$ cat config.mk
export PLATFORM = sky130hd
export DESIGN_NAME = mtgp_queue
export DESIGN_NICKNAME = d
export VERILOG_FILES = /design/src/rtl/multi_turtle_grid_plotter_defines.svh /design/src/rtl/mtgp_pkg.sv /design/src/rtl/mtgp_queue.sv
export SDC_FILE = /design/constraint.sdc
export NUM_CORES = 1
export LEC_CHECK = 0
export BUFFER_PORTS_ARGS = -buffer_cell sky130_fd_sc_hd__buf_2
export CAP_MARGIN = 5
export CORE_AREA = 2 2 62 52
export CTS_CLUSTER_SIZE = 14
export DETAILED_ROUTE_END_ITERATION = 10
export DIE_AREA = 0 0 64 54
export PLACE_DENSITY_LB_ADDON = 0.12
export SLEW_MARGIN = 25
export SYNTH_ARGS = -nofsm -noshare
export SYNTH_HDL_FRONTEND = slang
export SYNTH_SLANG_ARGS = --single-unit
$ cat constraint.sdc
create_clock -name clk -period 1.8 [get_ports clk]
set_input_delay 0.27 -clock clk [delete_from_list [all_inputs] [get_ports clk]]
set_output_delay 0.27 -clock clk [all_outputs]
set_load 0.02 [all_outputs]
$ cat src/rtl/multi_turtle_grid_plotter_defines.svh
// Assertion macros used by the top level of the turtle grid plotter RTL.
`ifndef MULTI_TURTLE_GRID_PLOTTER_DEFINES_SVH
`define MULTI_TURTLE_GRID_PLOTTER_DEFINES_SVH

// Condition and consequence checked on the same clock edge.
`define MTGP_ASSERT_SAME(lbl, ante, cons, msg) \
  lbl: assert property (@(posedge clk) disable iff (rst) (ante) |-> (cons)) else $error(msg);

// Consequence checked in the cycle after the condition.
`define MTGP_ASSERT_NEXT(lbl, ante, cons, msg) \
  lbl: assert property (@(posedge clk) disable iff (rst) (ante) |=> (cons)) else $error(msg);

`endif

$ cat src/rtl/mtgp_pkg.sv
// Package with the shared types and codes of the turtle grid plotter.
`default_nettype none

package mtgp_pkg;

  // Input command codes as they arrive on the kind port.
  localparam logic [2:0] KIND_MOVE  = 3'd0;
  localparam logic [2:0] KIND_MARK  = 3'd1;
  localparam logic [2:0] KIND_LEFT  = 3'd2;
  localparam logic [2:0] KIND_RIGHT = 3'd3;
  localparam logic [2:0] KIND_ADD   = 3'd4;
  localparam logic [2:0] KIND_READ  = 3'd5;
  localparam logic [2:0] KIND_CLEAR = 3'd6;

  // Configuration register indexes.
  localparam logic REG_GRID_ROWS = 1'b0;
  localparam logic REG_GRID_COLS = 1'b1;

  // Headings, rotated anticlockwise by a left turn.
  localparam logic [1:0] HEAD_EAST  = 2'd0;
  localparam logic [1:0] HEAD_NORTH = 2'd1;
  localparam logic [1:0] HEAD_WEST  = 2'd2;
  localparam logic [1:0] HEAD_SOUTH = 2'd3;

  // Command queue geometry.
  localparam int QDEPTH = 2;
  localparam int QPW    = 1;

  // Operations carried from the front end to the executor.
  typedef enum logic [2:0] {
    OP_MOVE,
    OP_MARK,
    OP_LEFT,
    OP_RIGHT,
    OP_ADD,
    OP_READ,
    OP_CLEAR
  } op_t;

  typedef struct packed {
    op_t        op;
    logic [5:0] qrow;
    logic [5:0] qcol;
  } cmd_t;

  // Front end to queue.
  typedef struct packed {
    logic push;
    cmd_t cmd;
  } qwr_t;

  // Queue to executor and front end.
  typedef struct packed {
    logic valid;
    logic full;
    cmd_t cmd;
  } qrd_t;

  // Executor sequencer states.
  typedef enum logic [2:0] {
    ST_INIT,
    ST_IDLE,
    ST_MARK,
    ST_READ,
    ST_CLEAR
  } state_t;

endpackage

`default_nettype wire

$ cat src/rtl/mtgp_queue.sv
// Two-entry command queue between the front end and the executor.
`default_nettype none

module mtgp_queue (
  input  logic           clk,
  input  logic           rst,
  input  mtgp_pkg::qwr_t qwr,
  input  logic           pop,
  output mtgp_pkg::qrd_t qrd
);
  import mtgp_pkg::*;

  cmd_t           slots [QDEPTH];
  logic [QPW-1:0] wptr;
  logic [QPW-1:0] rptr;
  logic [QPW:0]   count;

  // Pointers and fill level.
  always_ff @(posedge clk) begin
    if (rst) begin
      wptr  <= '0;
      rptr  <= '0;
      count <= '0;
    end else begin
      if (qwr.push) begin
        wptr <= wptr + QPW'(1);
      end
      if (pop) begin
        rptr <= rptr + QPW'(1);
      end
      count <= count + (QPW+1)'(qwr.push) - (QPW+1)'(pop);
    end
  end

  // Entry storage.
  always_ff @(posedge clk) begin
    if (qwr.push) begin
      slots[wptr] <= qwr.cmd;
    end
  end

  assign qrd.valid = (count != '0);
  assign qrd.full  = (count == (QPW+1)'(QDEPTH));
  assign qrd.cmd   = slots[rptr];

endmodule

`default_nettype wire

==> out/metrics.yaml <==
outcome: "finished clean"
p_int_mw: 1.24
arrival_ns: 1.33
critPathSlowestCell: "dfxtp_1"
path_max_fanout: 7
yosysTopAreaCell: "edfxtp_1"
fin_crit_ns: 1.60
fp.dieH_um: 54
grt_pass1_vias: 678
setup_viol: 0
holdWs_ns: 0.110
synthTopCellsByArea: "edfxtp_1, mux2_4, dfxtp_1"
synth_nets: 89
overflow: 0
wl_per_cell_um: 12.2
maxSlewHeadroom_pct: 88.4
ctsHoldBuffers: 0
ff2ff_setup_slack_ns: 0.58
fin_nets: 135
crit_path_cell_trace: "buf_4 > mux2_2 > buf_2"
period_share_pct: 89.0
drive_above_1_share_pct: 54.8
final_antenna_net_count: 0
cts-root-buf: "clkbuf_4"
synthCells: 68
tightestPinTransition_ns: 0.172
clockPowerShare_pct: 23.4
rsz0062_at_grt: "no"
r2r_end: "count[1]"
place_area_mm2: 0.00160
min_path_cells: 1
p_seq_share_pct: 58.0
cpPeakStageDelay_ns: 0.34
htree_levels: 2
synth-edff-count: 30
clk_latency_ns: 0.34
netlist.area_leader.share_pct: 66.4
synth_cell_type_count: 14
peakVddDrop_mv: 0.565
ys_ff_latch: 35
cts_tree: "built"
postCtsSetupRepairBufs: 0
clk_pin_slew_ns: 0.11
route.vias.total: 702
first_pass_iters: 3
stdcell_area_mm2: 0.00165
initial_core_util_pct: 46.7
end_kind: "output port"
cp-endpoint: "qrd[6]"
rr_worst_depth: 6
core_area_mm2: 0.00291
synth_top_cells_by_count: "edfxtp_1, mux2_4, dfxtp_1, mux2_2, nor2_1"
p_per_area_mw_per_mm2: 1010
num_rows: 18
grt_max_degree: 12
syn_to_final_growth_pct: 21.3
pwr-share-comb_pct: 18.6
io_buffers: 35
vias_per_cell: 4.53
numCtsBuffers: 5
holdCritPathClass: "input port to flop"
power_switching_mw: 0.417
ios: 36
crit_cells: 3
num_antenna_cells: 0
final_hold_viol_count: 0
fin_tns_setup_ns: 0
fin_util_pct: 56.7
antenna_found_initial: 0
cts_num_sinks: 35
critPathBufInv: 2
worst_clock_skew_ns: 0.0134
synth_flop_cell: "edfxtp_1"
async_flop_share_pct: 0
drc: 0
wl_um: 1890
yosysMostFrequentCell: "edfxtp_1"
drv_slew: 0
grt_pass1_wl_um: 2990
drt-initial-drc-count: 7
seq_area_frac_synth_pct: 73.7
track_usage_pct: 12.6
final_cells: 155
maxCapViolations: 0
crit_family: "flip-flops"
cts-resized-gates: 0
die_w_um: 64
dp.cells: 147
cp-start-kind: "flop"
fmax_ghz: 0.624
cp.required_ns: 1.53
timing.rr.start: "count[0]"
syn_area_per_cell_um2: 20.0
swShare_pct: 25.1
path_class: "flop to output port"
netlist_area_mm2: 0.00136
dieArea_mm2: 0.00346
place.gp.congestion: 0.681
clk_path_buf_depth: 2
p_leak_nw: 0.678
yosysWarnings: 0
-- metrics by stage --
step           worst slack [ns]  power, mW
6_report                  0.198       1.66
5_1_grt                   0.127       1.74
4_1_cts                   0.175       1.69
3_5_place_dp              0.551       1.30
3_3_place_gp              0.551       1.29
2_1_floorplan             0.391       1.20
-- how the worst min path moves through the flow --
stage,start,end
final,qwr[0],slots[1][0]
after global routing,qwr[1],slots[1][1]
after CTS,qwr[0],slots[1][0]
after detailed placement,qwr[6],slots[1][6]
after global placement,qwr[1],slots[0][1]
after floorplan,rst,count[0]
-- power groups by stage --
| stage | clock [mW] | sequential (mW) | combinational [mW] |
|---|---|---|---|
| 5_1_grt | 0.437 | 0.971 | 0.331 |
| 3_5_place_dp | 0 | 0.983 | 0.314 |
| 4_1_cts | 0.408 | 0.964 | 0.315 |
| 3_3_place_gp | 0 | 0.979 | 0.307 |
| 6_report | 0.388 | 0.963 | 0.308 |
| 2_1_floorplan | 0 | 0.978 | 0.223 |
-- per-layer routing --
metal | global-route usage [%] | wire [µm] | up-vias
met2 | 19.6 | 958 | 25
met5 | 0 | 0 | -
met1 | 14.0 | 743 | 328
li1 | - | - | 343
met4 | 8.70 | 36 | 0
met3 | 5.86 | 151 | 6
-- kinds of logic after synthesis --
logic type / after synthesis / share of synthesized area (%)
buffers and inverters: 4 / 2.86
xor gates and xnor gates: 3 / 2.95
DFF: 35 / 73.7
adders and majority gates: 2 / 1.84
muxes: 15 / 15.2
and+or+nand+nor: 9 / 3.41
-- cell usage in the layout, fill, tap and decap left out --
| master | n |
|---|---|
| mux2_4 | 10 |
| or2_2 | 1 |
| clkinv_2 | 1 |
| buf_4 | 6 |
| dfxtp_1 | 5 |
| clkbuf_4 | 5 |
| ha_1 | 2 |
| xnor3_1 | 1 |
| xnor2_1 | 2 |
| buf_2 | 35 |
| inv_1 | 2 |
| nor2b_1 | 3 |
| edfxtp_1 | 30 |
| clkbuf_1 | 1 |
| clkinv_1 | 1 |
| and2_1 | 1 |
| mux2_2 | 5 |
| nor2_1 | 4 |
-- final cells by class --
| type | count | area, µm² |
|---|---|---|
| Sequential cell | 35 | 1000 |
| Timing Repair Buffer | 41 | 220 |
| Clock buffer | 6 | 41.3 |
| Fill cell | 239 | 1260 |
| Inverter | 2 | 7.51 |
| Clock inverter | 2 | 8.76 |
| Multi-Input combinational cell | 29 | 318 |
| Tap cell | 40 | 50.0 |
-- sequential cells by signal, summed over array words and instances, names as in the netlist, named ones only --
| register | flops |
|---|---|
| count | 2 |
| rptr | 1 |
| slots | 30 |
| wptr | 1 |
No activity file was read; power rests on OpenSTA's default activity.
